==> src/rtl/core/xfq_pkg.sv <==
// Shared package for the xor-filter membership engine.
// Holds widths, function codes, hash constants, the queue item type and
// small arithmetic helpers. No dependencies.
package xfq_pkg;

	// Default number of entries per table segment.
	localparam int unsigned MAX_SEGMENT_DEF = 4096;

	// Field widths.
	localparam int FUNC_W = 2;
	localparam int IDX_W  = 14;
	localparam int FP_W   = 8;
	localparam int KEY_W  = 64;
	localparam int TAIL_W = 32;
	localparam int SEG_W  = 13;
	localparam int HALF_W = 32;

	// Function codes of an input item.
	localparam logic [FUNC_W-1:0] FUNC_WRITE   = 2'd0;
	localparam logic [FUNC_W-1:0] FUNC_QKEY    = 2'd1;
	localparam logic [FUNC_W-1:0] FUNC_QPOINT  = 2'd2;

	// Mixer constants.
	localparam logic [KEY_W-1:0] MIX_C1 = 64'hff51afd7ed558ccd;
	localparam logic [KEY_W-1:0] MIX_C2 = 64'hc4ceb9fe1a85ec53;
	localparam int MIX_SHIFT  = 33;
	localparam int FOLD_SHIFT = 32;

	// Hash lanes: three slot hashes plus the fingerprint hash.
	localparam int NUM_HASH  = 3;
	localparam int NUM_LANES = 4;
	localparam int FP_LANE   = 3;

	// Configuration port.
	localparam int APB_ADDR_W = 4;
	localparam int APB_DATA_W = 64;
	localparam int REG_SEL_BIT = 3;
	localparam logic REG_SEED = 1'b0;
	localparam logic REG_SEG  = 1'b1;

	// Decoupling queue and pipeline depth.
	localparam int QUEUE_DEPTH = 2;
	// Clock edges from the accepting edge to the edge that samples the result strobe.
	localparam int LATENCY = 8;

	typedef struct packed {
		logic              is_write;
		logic              is_query;
		logic [KEY_W-1:0]  key;
		logic [IDX_W-1:0]  index;
		logic [FP_W-1:0]   value;
	} item_t;

	function automatic logic [KEY_W-1:0] xorshift(input logic [KEY_W-1:0] h);
		xorshift = h ^ (h >> MIX_SHIFT);
	endfunction

	// Full 64-bit product of two 32-bit halves.
	function automatic logic [KEY_W-1:0] mul_full(input logic [HALF_W-1:0] a,
			input logic [HALF_W-1:0] b);
		mul_full = {{HALF_W{1'b0}}, a} * {{HALF_W{1'b0}}, b};
	endfunction

	// Low 32 bits of the product of two 32-bit halves.
	function automatic logic [HALF_W-1:0] mul_low(input logic [HALF_W-1:0] a,
			input logic [HALF_W-1:0] b);
		mul_low = a * b;
	endfunction

endpackage

==> src/rtl/core/xfq_front.sv <==
// Front end: accepts items, folds 96-bit points to 64-bit keys and drops
// items that give nothing. Depends on xfq_pkg.
module xfq_front #(
	parameter int unsigned MAX_SEGMENT = xfq_pkg::MAX_SEGMENT_DEF
) (
	input  logic                        start,
	output logic                        busy,
	input  logic [xfq_pkg::FUNC_W-1:0]  func,
	input  logic [xfq_pkg::IDX_W-1:0]   entry_index,
	input  logic [xfq_pkg::FP_W-1:0]    entry_value,
	input  logic [xfq_pkg::KEY_W-1:0]   key_value,
	input  logic [xfq_pkg::TAIL_W-1:0]  point_tail,
	input  logic                        full,
	output logic                        push,
	output xfq_pkg::item_t              item
);

	localparam int unsigned TABLE_DEPTH = 3 * MAX_SEGMENT;

	logic                       accept;
	logic                       in_range;
	logic [xfq_pkg::KEY_W-1:0]  tail_ext;

	assign busy     = full;
	assign accept   = start && !full;
	assign in_range = (32'(entry_index) < TABLE_DEPTH);
	assign tail_ext = {{(xfq_pkg::KEY_W - xfq_pkg::TAIL_W){1'b0}}, point_tail};

	always_comb begin
		item.is_write = 1'b0;
		item.is_query = 1'b0;
		item.key      = key_value;
		item.index    = entry_index;
		item.value    = entry_value;
		case (func)
			xfq_pkg::FUNC_WRITE: begin
				item.is_write = in_range;
			end
			xfq_pkg::FUNC_QKEY: begin
				item.is_query = 1'b1;
			end
			xfq_pkg::FUNC_QPOINT: begin
				item.is_query = 1'b1;
				item.key      = key_value ^ tail_ext ^ (tail_ext << xfq_pkg::FOLD_SHIFT);
			end
			default: begin
				item.is_query = 1'b0;
			end
		endcase
	end

	assign push = accept && (item.is_write || item.is_query);

endmodule

==> config.mk <==
export PLATFORM = sky130hd
export DESIGN_NAME = xfq_front
export DESIGN_NICKNAME = d
export VERILOG_FILES = /design/src/rtl/core/xfq_pkg.sv /design/src/rtl/core/xfq_front.sv
export SDC_FILE = /design/constraint.sdc
export NUM_CORES = 1
export LEC_CHECK = 0
export BUFFER_PORTS_ARGS = -buffer_cell sky130_fd_sc_hd__buf_2
export CAP_MARGIN = 10
export CORE_AREA = 3 3 81 83
export DETAILED_ROUTE_END_ITERATION = 7
export DIE_AREA = 0 0 84 86
export PLACE_DENSITY = 0.69
export SYNTH_ARGS = -nofsm -noshare
export SYNTH_HDL_FRONTEND = slang
export SYNTH_SLANG_ARGS = --single-unit
export TNS_END_PERCENT = 20
==> constraint.sdc <==
create_clock -name vclk -period 0.8
set_input_delay 0.04 -clock vclk [all_inputs]
set_output_delay 0.04 -clock vclk [all_outputs]
set_load 0.05 [all_outputs]
Word level (Yosys, flattened, before mapping). Index checks and enable logic that the tools add are counted.

Register bits after elaboration: 0. Word-level logic and storage cells: 14.

Order comparisons: 1. Eq/ne operators: 2. Mux-type cells: 3. Bitwise operators: 2. Reductions and logical operators: 6.

Operators with widths (number): two-way mux 64 bit (1); XOR 64 x 32 -> 64 bit (1); XOR 64 bit (1); < comparator 14 bit, second input constant (1); equality test 2 x 1 -> 1 bit, second input constant (1); equality test 2 bit, second input constant (1); logical AND 1 bit (2); zero test 2 bit (1); two-way mux 1 bit (2); OR reduction 2 bit (1); zero test 1 bit (1); logical OR 1 bit (1).

Logic depth before layout (Yosys ltp).
Depth in word-level cells: 5. Gate-level depth with buffers: 5. Mapped depth without buffers: 4.

Worst setup path before layout. No wires, ideal clock.

Path type: input to output. From: in func[0] (netlist name). To: out push. Data arrival time: 1.952 ns. Data required time: 0.760 ns. Path slack: -1.192 ns. Stages: 4. Buffers on the path: 0. Cell sequence: inv_1 -> ha_1 -> a21boi_0 -> o211a_1.

RTL lines: start, declared (RTL line xfq_front.sv:8) `input logic [xfq_pkg::FUNC_W-1:0] func,`; end, declared (RTL line xfq_front.sv:14) `output logic push,`.

==> impl_metrics.toml <==
[sta]
hold_violations = 0
rsz0062_at_grt = "yes"
slew-limit-headroom_pct = 83.5
fin_crit_ps = 1090
setup_viol = 66
slew_viol_final = 0
tightestPinTransition_ps = 250
layout_setup_ws_ps = -291
max_freq_ghz = 0.917
fin_crit_sh_pct = 136

[synth]
muxShareOfSynthArea_pct = 0
synthSimpleGateAreaFrac_pct = 12.9
synth_area_leader_cell = "xnor2_1"
yosys.area_share.xor_xnor_pct = 60.3
netlist_top_cells_count = "64 x xnor2_1, 32 x nand2_1, 26 x buf_4, 3 x inv_1, 2 x ha_1"
synth_fa_ha_area_share_pct = 2.69
synthCells = 129
ys_warn_count = 0
synth.avg_cell_area_um2 = 7.21
synth_top_area_share_pct = 60.3
synth_compound_area_share_pct = 1.88
synth_most_common_cell = "xnor2_1"
synth.area.top_cells = "xnor2_1 60%, buf_4 21%, nand2_1 13%"
synth.distinct_cells = 7
synth.net_count = 253
ys_seq_area_share_pct = 0
syn_area_um2 = 930
synth_top_family_by_area = "XOR/XNOR gates"

[final_layout]
drive_gt1_share_pct = 83.6
synthToLayoutAreaGrowth_pct = 164
nNetsFinal = 406
nClkBuffers = 0
multi_input_area_mm2 = 0.00109
seq_cell_count = 0
regArea_um2 = 0
final_area_mm2 = 0.00246
fin_util_pct = 41.5
antenna_cells = 0
fillers = 598

[die]
die_w_um = 84
dieArea_mm2 = 0.00722
io_pins = 212
start_util_pct = 15.7
core-area_mm2 = 0.00592
num_rows = 28
die_height_um = 86

[clocking]
ctsHoldBuffers = 0

[job]
max-cap-violations = 0

[setup_path]
critPathKind = "in2out"
slowest_delay_ps = 190
start_kind = "input port"
end_kind = "output pin"
critical_path.max_fanout = 9
slowest_stage = "ha_4"
arrival_ps = 1050
cp.required_ps = 760
cp_cell_sequence = "buf_8 > inv_12 > ha_4 > buf_12 > buf_4 > nand2_8 > xnor2_2 > buf_6"

[global_routing]
overflow = 0
grt_pass1_wl_mm = 7.03
track_usage_pct = 11.7
grt_pass1_vias = 1453
grt_max_degree = 15
antenna_found_initial = 0

[pwr]
power_mw = 2.68
pwr_density_cell_mw_per_mm2 = 1090
peakVddDrop_mv = 0.646
p_leak_nw = 1.30

[placement]
place_congestion = 0.763
port_buffers = 172
dpl_cell_area_mm2 = 0.00180
place_ws_ps = -371
dp_hpwl_mm = 4.10

[min_path]
hp-class = "in2out"

[drt]
finalWirelength_mm = 5.10
drt_iter0_markers = 12
via_per_inst = 3.90
drc_errors = 0
vias = 1385
final_antenna_net_count = 0
wl_per_cell_um = 14.4
first_pass_iters = 2

[status]
status = "finished, violations left"
violations = "negative setup slack"
## area by class of cell
class                           count  share of cell area (%)
Tap cell                           75                    3.82
Multi-Input combinational cell    100                    44.4
Timing Repair Buffer              177                    50.8
Inverter                            3                   0.967
## critical path: cells and delay by family
family,cells,cell delay (ps)
XOR/XNOR,1,130
buffers and inverters,5,610
AND/OR/NAND/NOR,1,60
adder cells (fa/ha/maj),1,190
## per-stage QoR
stage	hold WS (ps)	instances	setup TNS (ps)
global route	80.1	355	-17790
CTS	80.3	354	-14920
global placement	80.3	352	-19540
detailed placement	80.3	352	-20440
floorplan	197	129	-31580
finish	80.0	355	-14630
## report_power, final
group          switching (mW)  leakage, nW  internal (mW)
Clock                       0            0              0
Sequential                  0            0              0
Combinational            1.66         1.30           1.02
Total                    1.66         1.30           1.02
## timing repair
item                                    in CTS  in global routing
setup buffers                                1                  1
gates cloned                                 1                  0
pin swaps                                    4                  4
resized for setup                           95                 65
endpoints found under the setup margin      67                 66
## kinds of logic (layout without fill, tap and decap cells)
family,after synthesis,in the layout
AO/OA/AOI/OAI,2,2
XOR/XNOR,64,64
adder cells (fa/ha/maj),2,2
buffers and inverters,29,180
AND/OR/NAND/NOR,32,32
## path summary, 6_finish.rpt
check / start / end / slack, ps / depth (start not counted)
worst min-delay path: entry_value[4] / item[4] / 80 / 0
worst max-delay path: func[0] / item[54] / -290 / 8
## layout by cell type (no fill, tap or decap)
cell	count
nand2_8	2
xnor2_2	31
buf_8	1
nand2_2	19
buf_12	2
inv_1	2
buf_16	1
xnor2_1	32
o211a_1	1
ha_4	2
buf_2	104
buf_4	35
xnor2_4	1
inv_12	1
nand2_1	11
buf_6	34
a21boi_4	1
## routing by layer
layer	track usage, %	up-vias	wire length, um
met2	24.1	99	2980
met4	1.17	0	65
met3	2.11	12	435
li1	-	670	-
met5	0	-	0
met1	12.8	604	1620
Power figures use the tool's default switching activity.
