## src/rtl/core/xfq_pkg.sv

```systemverilog
// Shared package for the xor-filter membership engine.
// Holds widths, function codes, hash constants, the queue item type and
// small arithmetic helpers. No dependencies.
package xfq_pkg;

	// Default number of entries per table segment.
	localparam int unsigned MAX_SEGMENT_DEF = 4096;

	// Field widths.
	localparam int FUNC_W = 2;
	localparam int IDX_W  = 14;
	localparam int FP_W   = 8;
	localparam int KEY_W  = 64;
	localparam int TAIL_W = 32;
	localparam int SEG_W  = 13;
	localparam int HALF_W = 32;

	// Function codes of an input item.
	localparam logic [FUNC_W-1:0] FUNC_WRITE   = 2'd0;
	localparam logic [FUNC_W-1:0] FUNC_QKEY    = 2'd1;
	localparam logic [FUNC_W-1:0] FUNC_QPOINT  = 2'd2;

	// Mixer constants.
	localparam logic [KEY_W-1:0] MIX_C1 = 64'hff51afd7ed558ccd;
	localparam logic [KEY_W-1:0] MIX_C2 = 64'hc4ceb9fe1a85ec53;
	localparam int MIX_SHIFT  = 33;
	localparam int FOLD_SHIFT = 32;

	// Hash lanes: three slot hashes plus the fingerprint hash.
	localparam int NUM_HASH  = 3;
	localparam int NUM_LANES = 4;
	localparam int FP_LANE   = 3;

	// Configuration port.
	localparam int APB_ADDR_W = 4;
	localparam int APB_DATA_W = 64;
	localparam int REG_SEL_BIT = 3;
	localparam logic REG_SEED = 1'b0;
	localparam logic REG_SEG  = 1'b1;

	// Decoupling queue and pipeline depth.
	localparam int QUEUE_DEPTH = 2;
	// Clock edges from the accepting edge to the edge that samples the result strobe.
	localparam int LATENCY = 8;

	typedef struct packed {
		logic              is_write;
		logic              is_query;
		logic [KEY_W-1:0]  key;
		logic [IDX_W-1:0]  index;
		logic [FP_W-1:0]   value;
	} item_t;

	function automatic logic [KEY_W-1:0] xorshift(input logic [KEY_W-1:0] h);
		xorshift = h ^ (h >> MIX_SHIFT);
	endfunction

	// Full 64-bit product of two 32-bit halves.
	function automatic logic [KEY_W-1:0] mul_full(input logic [HALF_W-1:0] a,
			input logic [HALF_W-1:0] b);
		mul_full = {{HALF_W{1'b0}}, a} * {{HALF_W{1'b0}}, b};
	endfunction

	// Low 32 bits of the product of two 32-bit halves.
	function automatic logic [HALF_W-1:0] mul_low(input logic [HALF_W-1:0] a,
			input logic [HALF_W-1:0] b);
		mul_low = a * b;
	endfunction

endpackage

```

## src/rtl/core/xfq_queue.sv

```systemverilog
// Short FIFO between the front end and the back end. The head entry is
// handed on in every cycle in which the queue holds one. Depends on xfq_pkg.
module xfq_queue (
	input  logic           clk,
	input  logic           arst_n,
	input  logic           push,
	input  xfq_pkg::item_t push_item,
	output logic           full,
	output logic           head_valid,
	output xfq_pkg::item_t head_item
);

	localparam int DEPTH = xfq_pkg::QUEUE_DEPTH;
	localparam int PTR_W = (DEPTH > 1) ? $clog2(DEPTH) : 1;
	localparam int CNT_W = $clog2(DEPTH + 1);
	localparam logic [PTR_W-1:0] LAST = PTR_W'(DEPTH - 1);

	xfq_pkg::item_t   entry_q [DEPTH];
	logic [PTR_W-1:0] wr_ptr_q;
	logic [PTR_W-1:0] rd_ptr_q;
	logic [CNT_W-1:0] count_q;
	logic             pop;

	assign head_valid = (count_q != '0);
	assign pop        = head_valid;
	assign full       = (count_q == CNT_W'(DEPTH));
	assign head_item  = entry_q[rd_ptr_q];

	always_ff @(posedge clk) begin
		if (push) begin
			entry_q[wr_ptr_q] <= push_item;
		end
	end

	always_ff @(posedge clk or negedge arst_n) begin
		if (!arst_n) begin
			wr_ptr_q <= '0;
			rd_ptr_q <= '0;
			count_q  <= '0;
		end else begin
			if (push) begin
				wr_ptr_q <= (wr_ptr_q == LAST) ? '0 : wr_ptr_q + 1'b1;
			end
			if (pop) begin
				rd_ptr_q <= (rd_ptr_q == LAST) ? '0 : rd_ptr_q + 1'b1;
			end
			if (push && !pop) begin
				count_q <= count_q + 1'b1;
			end else if (pop && !push) begin
				count_q <= count_q - 1'b1;
			end
		end
	end

endmodule

```

## config.mk

```make
export PLATFORM = sky130hd
export DESIGN_NAME = xfq_queue
export DESIGN_NICKNAME = d
export VERILOG_FILES = /design/src/rtl/core/xfq_pkg.sv /design/src/rtl/core/xfq_queue.sv
export SDC_FILE = /design/constraint.sdc
export NUM_CORES = 1
export LEC_CHECK = 0
export ABC_AREA = 1
export BUFFER_PORTS_ARGS = -buffer_cell sky130_fd_sc_hd__buf_2
export CAP_MARGIN = 20
export CORE_UTILIZATION = 52
export CTS_CLUSTER_SIZE = 16
export DETAILED_ROUTE_END_ITERATION = 10
export GPL_ROUTABILITY_DRIVEN = 1
export PLACE_DENSITY = 0.79
export SLEW_MARGIN = 20
export SYNTH_ARGS = -nofsm -noshare
export SYNTH_HDL_FRONTEND = slang
export SYNTH_SLANG_ARGS = --single-unit
```

## constraint.sdc

```tcl
create_clock -name clk -period 6.1 [get_ports clk]
set_clock_uncertainty 0.1 [all_clocks]
set_input_delay 0.305 -clock clk [delete_from_list [all_inputs] [get_ports clk]]
set_output_delay 0.305 -clock clk [all_outputs]
set_load 0.005 [all_outputs]
```

# After elaboration in Yosys (flattened, before gate mapping)
# Memory sizes are Yosys's and may differ from the RTL's.
# Cells that the tools add are included.
[word_totals] regBits=4 ram_bits=176 in_bits=91 mem_count=1
[mem_list] name="entry_q" depth=2 word_bits=88 rd=1 rd_ports_with_merged_regs=0 wr=1 line="xfq_queue.sv:18" rtl="xfq_pkg::item_t entry_q [DEPTH];"
[classes] addsub=4 eq_ne=1 muxes=6 reduce_logical=6
[ops] operator="2-to-1 mux 1 bit" n=4
[ops] operator="2-to-1 mux 2 bit" n=2
[ops] operator="nonzero test 2 bit" n=2
[ops] operator="adder 1 bit, second input constant" n=2
[ops] operator="adder 2 x 1 -> 2 bit, second input constant" n=1
[ops] operator="== test 2 bit, second input constant" n=1
[ops] operator="logical AND 1 bit" n=2
[ops] operator="logical NOT 1 bit" n=2
[ops] operator="subtractor 2 x 1 -> 2 bit, second input constant" n=1

# Logic depth before layout (Yosys ltp)
# Gate-level depths: netlist of run 1.
[logic_depth] ltp_word=4 ltp_mapped=7

# Worst setup path after synthesis of run 1
# No wires, ideal clock.
[synth_path] path_type="reg2reg" start="register wr_ptr_q" end="memory entry_q[0][0] (netlist bit) (enable)" setup_ns=0.537 arrival_ns=4.078 required_time_ns=5.463 path_slack_ns=1.384 path_stages_with_launch=2 path_buffers=0 period_less_slack_ns=4.716 cell_sequence="dfrtp_1 > nor2_1"
[synth_lines] item="from (decl)" line="xfq_queue.sv:19" rtl="logic [PTR_W-1:0] wr_ptr_q;"
[synth_lines] item="from (signal assigned)" line="xfq_queue.sv:42" rtl="wr_ptr_q <= (wr_ptr_q == LAST) ? '0 : wr_ptr_q + 1'b1;"
[synth_lines] item="to (decl)" line="xfq_queue.sv:18"
# No word-level cell before the write port.

==> results.toml, run 1 <==
[layout]
area_growth_pct = 36.7
nFillCells = 784
fin_cells = 936
layout_common_cells = "269 x nand2_1, 180 x buf_2, 176 x edfxtp_1"
final_nets = 848
layout-drive-gt1-share_pct = 27.1
multi_input_area_sq_um = 1080
register_area_sq_um = 5390
final_common_cell = "nand2_1"
num_antenna_cells = 0

[cts]
cts.sinks = 180
cts-root-buf = "clkbuf_16"
clk_pin_slew_ns = 0.06
cts_resized = 0
htreeDepth = 4
clock_latency_ns = 0.41
clk_path_buf_depth = 2
cts_tree = "yes"
cts_buffers = 17

[timing]
period_minus_slack_ns = 2.98
setup_viol = 0
final_hold_viol_count = 0
slew_headroom_pct = 34.6
grt_setup_unrepaired = "false"
holdWs_ns = 0.00837
clock.fmax_mhz = 336
finalCritPeriodShare_pct = 48.8
tns_ns = 0
tightest_slew_ns = 0.982
setup_slack_ns = 3.12
slew_viol_final = 0

[hold_path]
holdPathStages = 1
hp-start = "push_item[44]"
hold_class = "in2reg"

[power]
p_per_area_nw_per_um2 = 421
vdd_drop_max_uv = 325
p_leak_nw = 3.91

[grt]
grt_max_degree = 90
grt-ovfl-total = 0
antenna_found_initial = 0
grt_pass1_wl_mm = 21.2
first_global_vias = 4478
grtUsageTotal_pct = 21.9

[setup_path]
reg2reg_slack_ns = 3.86
r2r-start = "rd_ptr_q"
endpoint_kind = "output pin"
r2r_cells = 2
critPathCapture = "head_item[85]"
crit_type = "reg2out"
cp-startpoint = "rd_ptr_q"
worstPathRequired_ns = 5.69
timing.rr.end = "rd_ptr_q"
arrival_ns = 2.57
critPathLaunchType = "register"
worstPathMaxFanout = 89

[drt]
drc = 0
drt_iter0_drc = 269
num_vias = 4489
wl_mm = 14.0
drtPass1Iterations = 5
ant_nets = 0
wl_per_cell_um = 14.9
routed_via_density = 4.80

[synth]
synth_top_family_by_area = "simple AND/OR/NAND/NOR gates"
synth_area_per_cell_sq_um = 13.6
synth-simple-area-share_pct = 15.6
yosysWarningCount = 0
synth_cells = 485
synth.net_count = 577
seq_area_frac_synth_pct = 81.5
synth-seq-cells = 180
synthXorXnorAreaFrac_pct = 0.398
synth-compound-area-share_pct = 0
yosysUniqueCellTypes = 14
synthAdderAreaFrac_pct = 0.189
syn_area_sq_um = 6610
synthMuxAreaShare_pct = 0

[job]
max_cap_viol_count = 0

[floorplan]
coreArea_sq_um = 12200
die_y_um = 115
pin_count = 181
core.rowCount = 40
start_util_pct = 54.1
dieArea_sq_um = 13200
die_w_um = 115

[placement]
portBuffers = 180
place.gp.congestion = 0.734
hpwl_mm = 7.60
detailedPlace.worstSlack_ns = 3.45
dp_cells = 816

[outcome]
status = "finished, final reports clean"
## power by group
group / switching (mW) / internal, mW
Sequential: 0.158 / 1.65
Clock: 0.407 / 0.550
Combinational: 0.621 / 0.421
## synth_stat cells (all sizes together)
cell      n  area share [%]
edfxtp  176              80
dfrtp     4             1.5
xor2      2            0.27
nand3     1           0.076
nor2      3            0.17
ha        1            0.19
buf      19             1.8
xnor2     1            0.13
nand4     1           0.095
nand2   269              15
inv       8            0.49
## cell families (layout without fill, tap and decap cells)
kind of cell | Yosys count | after routing
and+or+nand+nor | 274 | 274
adders and majority gates | 1 | 1
DFF | 180 | 180
xor gates and xnor gates | 3 | 3
buffers and inverters | 27 | 310
## flip-flops by register name (all words and copies together), names as in the netlist
signal / flops
rd_ptr_q: 1
count_q: 2
entry_q: 176
wr_ptr_q: 1
## layer usage
layer / up-vias / share of wire (%) / track usage [%]
met5: - / 0 / 0
met2: 170 / 52 / 38.4
met1: 2119 / 40 / 25.9
met4: 0 / 2.1 / 9.61
met3: 26 / 5.4 / 5.22
li1: 2174 / - / -
## metrics by stage
step | utilization [%] | total power [mW] | instance area [sq um]
finish | 74.0 | 3.80 | 9040
floorplan | - | 2.37 | 6610
detailed placement | 62.5 | 2.82 | 7630
CTS | 73.8 | 3.81 | 9020
global placement | 62.5 | 2.78 | 7630
global route | 74.0 | 4.00 | 9040
## worst max-delay path, cell delays in order (launching register included)
cell     delay, ns
dfrtp_4       1.08
inv_4         0.58
nand2_1       0.25
nand2_1       0.09
buf_2         0.14
## what timing repair did
item / CTS / global route
endpoints found under the hold margin: 178 / 0
buffers inserted: 0 / 0
hold buffers: 88 / 0
## worst min path at each step
| stage | endpoint | slack, ns |
|---|---|---|
| 3_5_place_dp | wr_ptr_q | 0.02 |
| 6_report | entry_q[0][44] | 0.008 |
| 5_1_grt | entry_q[1][44] | 0.001 |
| 2_1_floorplan | count_q[0] | -0.09 |
| 4_1_cts | entry_q[1][44] | 0.005 |
| 3_3_place_gp | wr_ptr_q | 0.02 |
## final cells by class
cell class              count  share of cell area, %
clock buffers              22                   4.92
clock inverters             9                  0.706
inverters                   8                  0.374
multi-input cells         278                   11.9
flip-flops and latches    180                   59.6
well taps                 168                   2.33
repair buffers            271                   20.1
Power figures use the tool's default switching activity.
==> inputs of run 2 (changes only) <==
==> constraint.sdc (replaced) <==
create_clock -name clk -period 2.9 [get_ports clk]
set_clock_uncertainty 0.1 [all_clocks]
set_input_delay 0.145 -clock clk [delete_from_list [all_inputs] [get_ports clk]]
set_output_delay 0.145 -clock clk [all_outputs]
set_load 0.005 [all_outputs]
==> run 2 against run 1 <==
Sequential share of layout area shrank 0.87 points. Global-route usage is 0.089 points higher. Die area stayed put. Critical path depth unchanged. Non-clock buffer count up 6. Via count rose by 1.6%. Register-to-register slack lost 2.6 ns. Power up 120%. Wire length fell by 0.97%. Final cell count is 0.75% higher. Largest power group unchanged.
==> results.toml, run 2 (synthesis gave the netlist of run 1 again) <==
[outcome]
status = "finished, final reports clean"

[grt]
grt_max_degree = 89
grt_pass1_wl_mm = 21.1
grt-ovfl-total = 0
grtUsageTotal_pct = 22.0
antenna_found_initial = 1
first_global_vias = 4517

[setup_path]
path_buf_inv = 2
crit_chain = "buf_4 -> nand2_1 -> nand2_1 -> buf_2"
cpMostUsedCell = "nand2_1"
critPathLaunchType = "register"
arrival_ns = 1.96
critPathMaxStageDelay_ns = 0.70
slowest_stage = "buf_4"
worstPathRequired_ns = 2.65
endpoint_kind = "output pin"
worstPathMaxFanout = 88
crit_family = "buffers and inverters"
crit_type = "reg2out"

[layout]
top_register = "entry_q"
register_area_sq_um = 5390
num_antenna_cells = 0
final_util_pct = 75.1
multi_input_area_sq_um = 1080
final_nets = 854
final_common_cell = "nand2_1"
layout_common_cells = "269 x nand2_1, 180 x buf_2, 176 x edfxtp_1"
nFillCells = 767
reg_top3 = "entry_q (176), count_q (2)"
largest_register_ffs = 176
area_growth_pct = 38.7
layout-drive-gt1-share_pct = 27.9

[timing]
slew_viol_final = 0
period_minus_slack_ns = 2.20
finalCritPeriodShare_pct = 76.0
grt_setup_unrepaired = "false"
tightest_slew_ns = 0.900
final_hold_viol_count = 0
slew_headroom_pct = 40.0
setup_slack_ns = 0.697
tns_ns = 0
setup_viol = 0
clock.fmax_mhz = 454

[drt]
drt_iter0_drc = 328
routed_via_density = 4.84
num_vias = 4560
wl_per_cell_um = 14.7
drtPass1Iterations = 5
wl_mm = 13.8
ant_nets = 0
drc = 0

[power]
finalPower_mw = 8.23
vdd_drop_max_uv = 710
p_per_area_nw_per_um2 = 897
p_leak_nw = 3.97

[cts]
clock_latency_ns = 0.41
clk_path_buf_depth = 2
clk_pin_slew_ns = 0.06
cts_resized = 0
htreeDepth = 4
cts_buffers = 17
cts_tree = "yes"
cts.sinks = 180
cts-root-buf = "clkbuf_16"

[floorplan]
coreArea_sq_um = 12200
die_y_um = 115
start_util_pct = 54.1
core.rowCount = 40
dieArea_sq_um = 13200
pin_count = 181
die_w_um = 115

[placement]
portBuffers = 180
hpwl_mm = 7.86
detailedPlace.worstSlack_ns = 1.13
place.gp.congestion = 0.723

[job]
max_cap_viol_count = 0

[hold_path]
hold_class = "in2reg"
run 2: where the power goes:
group	switching [mW]	internal, mW	leakage [nW]	total [mW]
Sequential	0.138	3.46	1.70	3.60
Clock	0.872	1.35	0.276	2.22
Combinational	1.49	0.920	2.00	2.41
Total	2.50	5.73	3.97	8.23
run 2: metrics by stage:
step | instances | area, sq um | hold slack (ns)
finish | 943 | 9170 | 0.350
global placement | 820 | 7680 | -0.146
CTS | 943 | 9170 | 0.328
floorplan | 485 | 6620 | -0.251
detailed placement | 820 | 7680 | -0.140
global route | 943 | 9170 | 0.342
run 2: layer usage:
| layer | track usage, % | vias up | wire length (um) |
|---|---|---|---|
| met5 | 0 | - | 12 |
| met4 | 11.9 | 2 | 335 |
| met3 | 6.22 | 32 | 845 |
| met2 | 38.0 | 193 | 7340 |
| met1 | 24.8 | 2147 | 5300 |
| li1 | - | 2186 | - |
run 2: timing repair:
| item | 4_1_cts | 5_1_grt |
|---|---|---|
| hold buffers | 91 | 0 |
| hold endpoints to repair | 181 | 0 |
| buffers inserted | 0 | 0 |
run 2: area by class of cell:
cell class	count	share of cell area, %
multi-input cells	278	11.8
flip-flops and latches	180	58.8
repair buffers	277	20.5
well taps	168	2.29
clock buffers	22	4.84
inverters	8	0.368
clock inverters	10	1.45
run 2: final timing paths:
| check | from | endpoint | slack [ns] | cells past startpoint |
|---|---|---|---|---|
| setup / recovery | rd_ptr_q | head_item[4] | 0.70 | 4 |
| hold / removal | push_item[15] | entry_q[0][15] | 0.35 | 2 |
| setup reg to reg | wr_ptr_q | entry_q[1][28] | 1.30 | 3 |
| hold reg to reg | wr_ptr_q | wr_ptr_q | 0.44 | 1 |
| max in group asynchronous | arst_n | rd_ptr_q | 1.97 | 3 |
| min in group asynchronous | arst_n | count_q[1] | 0.53 | 3 |
run 2: worst register-to-register path, delay by kind of cell (launching register included):
family,cells,cell delay (ns)
and+or+nand+nor,1,0.09
buffers and inverters,2,0.58
DFF,1,0.42
